$ cat src/rtl/shfr_pkg.sv
// ---------------------------------------------------------------------------
// shfr_pkg
// Shared types and constants for the sync header frame receiver.
// ---------------------------------------------------------------------------
`default_nettype none

package shfr_pkg;

  localparam int unsigned CountWidth  = 9;
  localparam int unsigned HeaderBytes = 4;

  // Event codes reported with each word.
  localparam logic [2:0] EV_NONE       = 3'd0;
  localparam logic [2:0] EV_SYNC_MISS  = 3'd1;
  localparam logic [2:0] EV_HEADER_BAD = 3'd2;
  localparam logic [2:0] EV_COMPLETE   = 3'd3;
  localparam logic [2:0] EV_OVERFLOW   = 3'd4;
  localparam logic [2:0] EV_DROPPED    = 3'd5;

  // Register indexes on the configuration port.
  localparam logic REG_START_CHAR = 1'b0;
  localparam logic REG_RX_SIZE    = 1'b1;

  typedef struct packed {
    logic [7:0]            start_char;
    logic [CountWidth-1:0] rx_size;
    logic                  restart;
  } cfg_t;

  typedef struct packed {
    logic [7:0] byte_value;
    logic       stored;
    logic [7:0] byte_index;
    logic [2:0] event_res;
  } result_t;

endpackage

`default_nettype wire

$ cat src/rtl/shfr_cfg.sv
// ---------------------------------------------------------------------------
// shfr_cfg
// Configuration register file behind the APB-style port.
// ---------------------------------------------------------------------------
`default_nettype none

module shfr_cfg
  import shfr_pkg::*;
(
  input  wire logic        clk,
  input  wire logic        rst,
  input  wire logic        psel,
  input  wire logic        penable,
  input  wire logic        pwrite,
  input  wire logic [2:0]  paddr,
  input  wire logic [31:0] pwdata,
  output logic [31:0]      prdata,
  output logic             pready,
  output cfg_t             cfg
);

  logic [7:0]            start_char;
  logic [CountWidth-1:0] rx_size;
  logic                  wr_en;

  assign pready = 1'b1;
  assign wr_en  = psel && penable && pwrite;

  always_ff @(posedge clk) begin
    if (rst) begin
      start_char <= 8'd0;
      rx_size    <= 9'd256;
    end else if (wr_en) begin
      if (paddr[2] == REG_START_CHAR) begin
        start_char <= pwdata[7:0];
      end else begin
        rx_size <= pwdata[CountWidth-1:0];
      end
    end
  end

  always_comb begin
    prdata = 32'd0;
    if (paddr[2] == REG_RX_SIZE) begin
      prdata = {{(32-CountWidth){1'b0}}, rx_size};
    end else begin
      prdata = {24'd0, start_char};
    end
  end

  // Writing the buffer size sends the receiver back to hunting.
  assign cfg.start_char = start_char;
  assign cfg.rx_size    = rx_size;
  assign cfg.restart    = wr_en && (paddr[2] == REG_RX_SIZE);

endmodule

`default_nettype wire

$ cat src/rtl/shfr_core.sv
// ---------------------------------------------------------------------------
// shfr_core
// Framing state and the per-word decision logic.
// ---------------------------------------------------------------------------
`default_nettype none

module shfr_core
  import shfr_pkg::*;
#(
  parameter int unsigned BUF_BYTES = 256
) (
  input  wire logic       clk,
  input  wire logic       rst,
  input  wire cfg_t       cfg,
  input  wire logic       accept,
  input  wire logic [7:0] rx_byte,
  output result_t         result
);

  localparam logic [1:0] PH_HUNT   = 2'd0;
  localparam logic [1:0] PH_HEADER = 2'd1;
  localparam logic [1:0] PH_BODY   = 2'd2;

  localparam int unsigned CountMax = (1 << CountWidth) - 1;
  localparam int unsigned LimCap   = (BUF_BYTES > CountMax) ? CountMax : BUF_BYTES;

  logic [1:0]            phase, phase_next;
  logic [CountWidth-1:0] byte_count, byte_count_next;
  logic [7:0]            header_sum, header_sum_next;
  logic [7:0]            header_check, header_check_next;
  logic [15:0]           frame_length, frame_length_next;

  logic [CountWidth-1:0] lim;
  logic [CountWidth-1:0] count_inc;
  logic [7:0]            sum_upd;
  logic [2:0]            ev;
  logic                  st;

  always_comb begin
    lim = (cfg.rx_size > CountWidth'(LimCap)) ? CountWidth'(LimCap) : cfg.rx_size;
  end

  always_comb begin
    phase_next        = phase;
    byte_count_next   = byte_count;
    header_sum_next   = header_sum;
    header_check_next = header_check;
    frame_length_next = frame_length;
    count_inc         = byte_count + 1'b1;
    sum_upd           = header_sum;
    ev                = EV_NONE;
    st                = 1'b0;

    if (byte_count >= lim) begin
      ev = EV_DROPPED;
    end else begin
      st              = 1'b1;
      byte_count_next = count_inc;
      case (phase)
        PH_HEADER: begin
          if (byte_count == 9'd1) begin
            header_check_next = rx_byte;
          end else if (byte_count == 9'd2) begin
            sum_upd                = header_sum ^ rx_byte;
            frame_length_next[7:0] = rx_byte;
          end else if (byte_count == 9'd3) begin
            sum_upd                 = header_sum ^ rx_byte;
            frame_length_next[15:8] = rx_byte;
          end
          header_sum_next = sum_upd;
          // The check byte is compared against the sum including the last
          // length byte, so the freshly updated values are used here.
          if (count_inc == CountWidth'(HeaderBytes)) begin
            if (sum_upd != header_check_next) begin
              ev              = EV_HEADER_BAD;
              phase_next      = PH_HUNT;
              byte_count_next = '0;
            end else begin
              phase_next = PH_BODY;
            end
          end else if (count_inc > CountWidth'(HeaderBytes)) begin
            ev              = EV_HEADER_BAD;
            phase_next      = PH_HUNT;
            byte_count_next = '0;
          end
        end
        PH_BODY: begin
          // A frame that completes exactly at the limit is not an overflow.
          if ({7'd0, count_inc} == frame_length) begin
            ev              = EV_COMPLETE;
            phase_next      = PH_HUNT;
            byte_count_next = '0;
          end else if (count_inc >= lim) begin
            ev              = EV_OVERFLOW;
            phase_next      = PH_HUNT;
            byte_count_next = '0;
          end
        end
        default: begin
          if (rx_byte != cfg.start_char) begin
            ev              = EV_SYNC_MISS;
            phase_next      = PH_HUNT;
            byte_count_next = '0;
          end else begin
            header_sum_next = rx_byte;
            phase_next      = PH_HEADER;
          end
        end
      endcase
    end
  end

  always_ff @(posedge clk) begin
    if (rst) begin
      phase        <= PH_HUNT;
      byte_count   <= '0;
      header_sum   <= 8'd0;
      header_check <= 8'd0;
      frame_length <= 16'd0;
    end else if (cfg.restart) begin
      phase      <= PH_HUNT;
      byte_count <= '0;
    end else if (accept) begin
      phase        <= phase_next;
      byte_count   <= byte_count_next;
      header_sum   <= header_sum_next;
      header_check <= header_check_next;
      frame_length <= frame_length_next;
    end
  end

  assign result.byte_value = rx_byte;
  assign result.stored     = st;
  assign result.byte_index = byte_count[7:0];
  assign result.event_res  = ev;

endmodule

`default_nettype wire

$ cat src/rtl/shfr_out.sv
// ---------------------------------------------------------------------------
// shfr_out
// Output register holding one result word until the receiver takes it.
// ---------------------------------------------------------------------------
`default_nettype none

module shfr_out
  import shfr_pkg::*;
(
  input  wire logic    clk,
  input  wire logic    rst,
  input  wire logic    load,
  input  wire result_t result_in,
  input  wire logic    out_stall,
  output logic         out_valid,
  output logic         can_load,
  output result_t      result_out
);

  // A new word may enter when the register is empty or is emptied this cycle.
  assign can_load = !out_valid || !out_stall;

  always_ff @(posedge clk) begin
    if (rst) begin
      out_valid <= 1'b0;
    end else if (load) begin
      out_valid <= 1'b1;
    end else if (!out_stall) begin
      out_valid <= 1'b0;
    end
  end

  always_ff @(posedge clk) begin
    if (load) begin
      result_out <= result_in;
    end
  end

endmodule

`default_nettype wire

$ cat src/rtl/sync_header_frame_receiver_unit.sv
// ---------------------------------------------------------------------------
// sync_header_frame_receiver_unit
// Frames packets with a start byte and a 4-byte checked header.
//
// Input channel: rx_byte with in_valid / in_stall; one received byte per word.
// Output channel: byte_value, stored, byte_index, event_res with out_valid /
// out_stall; exactly one result word for every accepted byte, in order.
// Configuration: APB-style port; start_char at address 0, rx_size at 4.
// Writing rx_size sends the receiver back to hunting for a start byte.
//
// A byte accepted at a clock edge shows its result after that edge. Throughput
// is one byte per cycle while out_stall is low, set by the single output
// register, which takes a new word in the same cycle its old one leaves.
// While out_stall holds a full output register, in_stall is raised and the
// framing state does not advance. Reset empties the output register, sets
// start_char to 0 and rx_size to 256, and returns to hunting.
// ---------------------------------------------------------------------------
`default_nettype none

module sync_header_frame_receiver_unit
  import shfr_pkg::*;
#(
  parameter int unsigned BUF_BYTES = 256
) (
  input  wire logic        clk,
  input  wire logic        rst,
  input  wire logic        in_valid,
  output logic             in_stall,
  input  wire logic [7:0]  rx_byte,
  output logic             out_valid,
  input  wire logic        out_stall,
  output logic [7:0]       byte_value,
  output logic             stored,
  output logic [7:0]       byte_index,
  output logic [2:0]       event_res,
  input  wire logic        psel,
  input  wire logic        penable,
  input  wire logic        pwrite,
  input  wire logic [2:0]  paddr,
  input  wire logic [31:0] pwdata,
  output logic [31:0]      prdata,
  output logic             pready
);

  cfg_t    cfg;
  result_t core_result;
  result_t held_result;
  logic    can_load;
  logic    accept;

  assign in_stall = !can_load;
  assign accept   = in_valid && can_load;

  shfr_cfg u_cfg (
    .clk     (clk),
    .rst     (rst),
    .psel    (psel),
    .penable (penable),
    .pwrite  (pwrite),
    .paddr   (paddr),
    .pwdata  (pwdata),
    .prdata  (prdata),
    .pready  (pready),
    .cfg     (cfg)
  );

  shfr_core #(
    .BUF_BYTES (BUF_BYTES)
  ) u_core (
    .clk     (clk),
    .rst     (rst),
    .cfg     (cfg),
    .accept  (accept),
    .rx_byte (rx_byte),
    .result  (core_result)
  );

  shfr_out u_out (
    .clk        (clk),
    .rst        (rst),
    .load       (accept),
    .result_in  (core_result),
    .out_stall  (out_stall),
    .out_valid  (out_valid),
    .can_load   (can_load),
    .result_out (held_result)
  );

  assign byte_value = held_result.byte_value;
  assign stored     = held_result.stored;
  assign byte_index = held_result.byte_index;
  assign event_res  = held_result.event_res;

endmodule

`default_nettype wire

$ cat config.mk
export PLATFORM = sky130hd
export DESIGN_NAME = sync_header_frame_receiver_unit
export DESIGN_NICKNAME = d
export VERILOG_FILES = /design/src/rtl/shfr_pkg.sv /design/src/rtl/shfr_cfg.sv /design/src/rtl/shfr_core.sv /design/src/rtl/shfr_out.sv /design/src/rtl/sync_header_frame_receiver_unit.sv
export SDC_FILE = /design/constraint.sdc
export NUM_CORES = 1
export LEC_CHECK = 0
export BUFFER_PORTS_ARGS = -buffer_cell sky130_fd_sc_hd__buf_2
export CAP_MARGIN = 30
export CORE_UTILIZATION = 45
export CTS_BUF_LIST = sky130_fd_sc_hd__clkbuf_2
export DETAILED_ROUTE_END_ITERATION = 8
export PLACE_DENSITY = 0.67
export SYNTH_ARGS = -nofsm -noshare
export SYNTH_HDL_FRONTEND = slang
export SYNTH_HIERARCHICAL = 1
export SYNTH_SLANG_ARGS = --single-unit
$ cat constraint.sdc
create_clock -name clk -period 7.8 [get_ports clk]
set_input_delay 0.39 -clock clk [delete_from_list [all_inputs] [get_ports clk]]
set_output_delay 0.39 -clock clk [all_outputs]
set_load 0.1 [all_outputs]
After elaboration in Yosys (flattened, before gate mapping)
Cells that the tools add are included.
{"block": "classes", "add_sub_neg": 1, "magnitude_cmp": 4, "muxes": 36, "multipliers": 0, "n_reduce_logical": 17, "div": 0, "shift": 0, "n_eq_ne": 13, "n_bitwise": 7}
{"op": "2-to-1 mux 8 bit", "n": 9}
{"op": "2-to-1 mux 9 bit", "n": 8}
{"op": "== test 9 x 2 -> 1 bit (second input constant)", "n": 2}
{"op": ">= comparator 9 bit", "n": 2}
{"op": "one-hot mux 9 bit (2 select lines)", "n": 1}
{"op": "== test 9 x 16 -> 1 bit", "n": 1}
{"op": "!= test 8 bit", "n": 2}
{"op": "one-hot mux 8 bit (2 select lines)", "n": 1}
{"op": "2-to-1 mux 2 bit", "n": 7}
{"op": "adder 9 x 1 -> 9 bit (second input constant)", "n": 1}
{"op": "== test 9 x 1 -> 1 bit (second input constant)", "n": 1}
{"op": "== test 9 x 3 -> 1 bit (second input constant)", "n": 1}
{"op": "greater-than comparator 9 x 3 -> 1 bit (second input constant)", "n": 1}
{"op": "greater-than comparator 9 bit (second input constant)", "n": 1}
{"op": "2-to-1 mux 3 bit", "n": 3}
{"op": "AND reduction 4 bit", "n": 2}
{"op": "XOR 8 bit", "n": 1}
{"op": "AND reduction 7 bit", "n": 1}
{"op": "!= test 3 x 1 -> 1 bit (second input constant)", "n": 2}
{"op": "NOT 1 bit", "n": 6}
{"op": "one-hot mux 3 bit (2 select lines)", "n": 1}
{"op": "AND reduction 2 bit", "n": 3}
{"op": "AND reduction 6 bit", "n": 1}
{"op": "2-to-1 mux 1 bit", "n": 5}
{"op": "10 further kinds", "n": 15}
{"block": "word_totals", "latchBits": 0, "register_bits": 81, "romBits": 0, "out_inout_bits": 55, "ramBits": 0, "mem_count": 0, "elab_cells": 91}

Depth between registers and ports, before layout
{"block": "logic_depth", "depth_word": 10, "ltp_mapped": 15, "mapped_depth_nobuf": 14}

Hierarchy
Netlist, hierarchy kept.
{"module": "shfr_core", "n_inst": 1, "area_per_inst_um2": 3863.7, "cells_each": 517}
{"module": "shfr_cfg", "n_inst": 1, "area_per_inst_um2": 1022.2, "cells_each": 102}
{"module": "shfr_out", "n_inst": 1, "area_per_inst_um2": 633.1, "cells_each": 24}
{"module": "sync_header_frame_receiver_unit", "n_inst": 1, "area_per_inst_um2": 10.0, "cells_each": 2}

Worst setup path before layout
OpenSTA, ideal clock, no wires.
{"block": "synth_timing", "path_type": "flip-flop to flip-flop", "from": "reg u_core.byte_count[0]", "to": "reg u_core.byte_count[6]", "path_stages_with_launch": 16, "period_less_slack_ns": 3.642, "setup_time_ns": 0.074, "arrival_time_ns": 3.568, "setup_slack_ns": 4.158, "n_path_buf": 1, "required_time_ns": 7.726, "path_cell_list": "dfxtp_1 > ha_1 > buf_2 > and4_1 > nand4_1 > xnor2_1 > ha_1 > and4_1 > o221ai_1 > a21oi_1 > a2111oi_0 > and2_1 > a31oi_1 > o21ai_4 > or4b_1 > a31oi_1"}
{"block": "synth_via", "elab_chain_cells": 10, "elab_cells_between_ends": 27, "classes_between": "add/sub (1); order compare (3); eq/ne (6); mux (15); bitwise (1); reduce/logical (1)"}
{"item": "from (decl)", "line": "shfr_core.sv:28", "source": "logic [CountWidth-1:0] byte_count, byte_count_next;"}
{"item": "from (signal assigned)", "line": "shfr_core.sv:125", "source": "byte_count <= byte_count_next;"}
{"item": "parallel branches: the longest is 10 deep, another holds adder 9 x 1 -> 9 bit"}
Several ways; the timed one is not identified. The select of a mux whose other input is x is not followed.
A chain may end at the register's enable or synchronous reset.

Final worst setup path
Ends and elaborated chain as after synthesis.

==> results.json <==
{
  "outcome": "completed",
  "finalSetupViolCount": 0,
  "slew_headroom": 0.375,
  "syn_area_um2": 5530,
  "dp_cells": 793,
  "endpoint_kind": "register",
  "yosys-top-cells-count": "dfxtp_1 (61), nand2_1 (58), buf_4 (42), nor2_1 (40), a21oi_1 (39)",
  "ys_seq_area_frac": 0.329,
  "place_area_um2": 5610,
  "die_w_um": 113,
  "cts_setup_buffers": 0,
  "cp_slowest_cell": "dfxtp_1",
  "synth_enable_flop_cells": 20,
  "utilization": 0.477,
  "yosysMostFrequentCell": "dfxtp_1",
  "first_pass_iters": 6,
  "yosys.area.top_type": "dfxtp_1",
  "io_buffers": 55,
  "dr_wl_met2_um": 6370,
  "core_area_um2": 12000,
  "crit_path_cell_trace": "ha_1 > and4_1 > nand4_1 > xnor2_1 > ha_1 > and4_1 > o221ai_1 > a21oi_1 > a2111oi_0 > dlymetal6s2s_1 > and2_1 > a31oi_1 > o21ai_4 > or4b_1 > a31oi_1",
  "power_leakage_nw": 2.40,
  "pwr-share-comb": 0.190,
  "ant_nets": 0,
  "total_power_uw": 830,
  "hold_viol": 0,
  "switching_share": 0.352,
  "power_switching_uw": 292,
  "clock-root-buffer": "clkbuf_2",
  "rsz0062_at_grt": "no",
  "die_area_um2": 12700,
  "syn_inst": 645,
  "place.gp.congestion": 0.943,
  "worst_ep_required_time_ns": 8.28,
  "yosysWarningCount": 6,
  "ys_top_cells_by_area": "dfxtp_1 (22%), edfxtp_1 (11%), mux2i_1 (6.9%), buf_4 (5.7%), ha_1 (5.4%)",
  "n_fill_cell": 1173,
  "final_cells": 810,
  "ios": 105,
  "grt_pass1_vias": 4221,
  "pre_cts_slack_ns": 2.97,
  "crit_buf_inv": 1,
  "wl_per_cell_um": 16.3,
  "drtIter0Drc": 328,
  "clockBufferDepth": 2,
  "ys_async_sr_fraction": 0,
  "path_class": "register to register",
  "grt_use_total": 0.213,
  "final_cell_area_um2": 5730,
  "min_period_ns": 4.49,
  "setup_ws_ns": 3.31,
  "hold_slack_ns": 0.0567,
  "grt_pass1_wl_um": 21200,
  "insertion_delay_ns": 0.56,
  "critPathMaxStageDelay_ns": 0.66,
  "worst_slew_pin_slew_ns": 0.933,
  "dieHeight_um": 113,
  "clock-sinks": 81,
  "grt_max_degree": 61,
  "min_period_over_period": 0.576,
  "drive_gt1_frac": 0.145,
  "max_freq_mhz": 223,
  "path_delay_family": "simple AND/OR/NAND/NOR gates",
  "dr_total_vias": 4577,
  "avgViaCountPerCell": 5.65,
  "post_cts_resized": 0,
  "top_layer_used": "met4",
  "wl_met1_um": 5970,
  "wl_um": 13200,
  "cts_buffers": 9,
  "hold_path.class": "input port to register",
  "synth-main-ff-cell": "dfxtp_1",
  "gr-total-overflow": 0,
  "fin_tns_setup_ns": 0,
  "cts_hold_buf": 0,
  "start_util": 0.460,
  "cp.arrival_ns": 4.97,
  "num_rows": 40,
  "grt_antenna_before_repair": 0,
  "p_int_uw": 538,
  "ys_ff_latch": 81,
  "area_growth_pct": 3.71,
  "htreeDepth": 3,
  "max-vdd-ir-drop_mv": 0.0569,
  "path_max_fanout": 15,
  "skew_ns": 0.0330,
  "synth_top_area_share": 0.221,
  "wl_met3_um": 608,
  "drc": 0,
  "power_density_nw_per_um2": 145,
  "seqPwrFrac": 0.532,
  "n_antenna_cell": 0,
  "path_clk_slew_ns": 0.25,
  "start_kind": "register",
  "cap_violations": 0,
  "yosysUniqueCellTypes": 67,
  "drv_slew": 0,
  "avgSynthCellArea_um2": 8.57,
  "dpl.hpwl_um": 9400,
  "cts_tree": "yes",
  "p_clk_frac": 0.277,
  "nets": 732
}
==> placed cells by master, fill, tap and decap left out, types with 5 or more instances in the layout <==
master and count:
a21o_1 5, a21oi_1 39, a31oi_1 5, a32o_1 9, and3_1 6, buf_2 55
clkbuf_2 10, conb_1 24, dfxtp_1 61, edfxtp_1 20, ha_1 24, inv_1 22
mux2_2 10, mux2i_1 38, nand2_1 58, nand2b_1 34, nand3_1 17, nand3b_1 8
nand4_1 14, nor2_1 40, nor2b_1 15, nor3_1 10, nor4_1 5, o21ai_0 33
o31ai_1 9, xnor2_1 18, xor2_1 8
==> power groups by stage <==
stage / registers (mW) / clock network (mW) / logic (mW)
floorplan: 0.488 / 0 / 0.109
global placement: 0.450 / 0 / 0.157
detailed placement: 0.450 / 0 / 0.158
CTS: 0.442 / 0.239 / 0.158
global route: 0.443 / 0.256 / 0.164
finish: 0.442 / 0.230 / 0.158
==> worst paths after layout <==
kind / from / end / slack [ns] / cells after the start
worst max-delay path: u_core/byte_count[0] / u_core/byte_count[6] / 3.31 / 15
worst min-delay path: pwdata[8] / u_cfg/rx_size[8] / 0.06 / 3
worst max register to register: u_core/byte_count[0] / u_core/byte_count[6] / 3.31 / 15
worst min register to register: u_core/header_check[5] / u_core/header_check[5] / 0.46 / 2
==> flip-flops by register name, indices dropped and copies added, names as in the netlist <==
register             count
u_out/result_out        20
u_cfg/start_char         8
u_cfg/rx_size            9
u_out/out_valid          1
u_core/header_sum        8
u_core/header_check      8
u_core/phase             2
u_core/frame_length     16
u_core/byte_count        9
==> cell families after synthesis <==
family / Yosys count / synth area share
multiplexers: 48 / 0.0892
XOR/XNOR: 26 / 0.0412
AO/OA/AOI/OAI: 126 / 0.147
adder cells (fa/ha/maj): 24 / 0.0543
other: 2 / 0.00136
buffers and inverters: 101 / 0.102
flip-flops: 81 / 0.329
AND/OR/NAND/NOR: 237 / 0.235
==> routing by layer <==
layer	up-vias	global-route usage
met3	16	0.0252
met1	2174	0.276
met2	139	0.358
met4	0	0.0942
met5	-	0
li1	2248	-
==> worst min-delay path: stages <==
cell and delay [ns]:
buf_2 0.08, nor2_1 0.03, mux2i_1 0.11
==> area by class of cell <==
class                      count  area (µm²)  area share
multi-input combinational    485        3230       0.563
sequential                    81        1820       0.318
timing repair buffer          58         303      0.0528
tap                          147         184      0.0321
inverter                      23        86.3      0.0151
clock inverter                 6        63.8      0.0111
clock buffer                  10        50.0     0.00873
No activity file was read; power rests on OpenSTA's default activity.
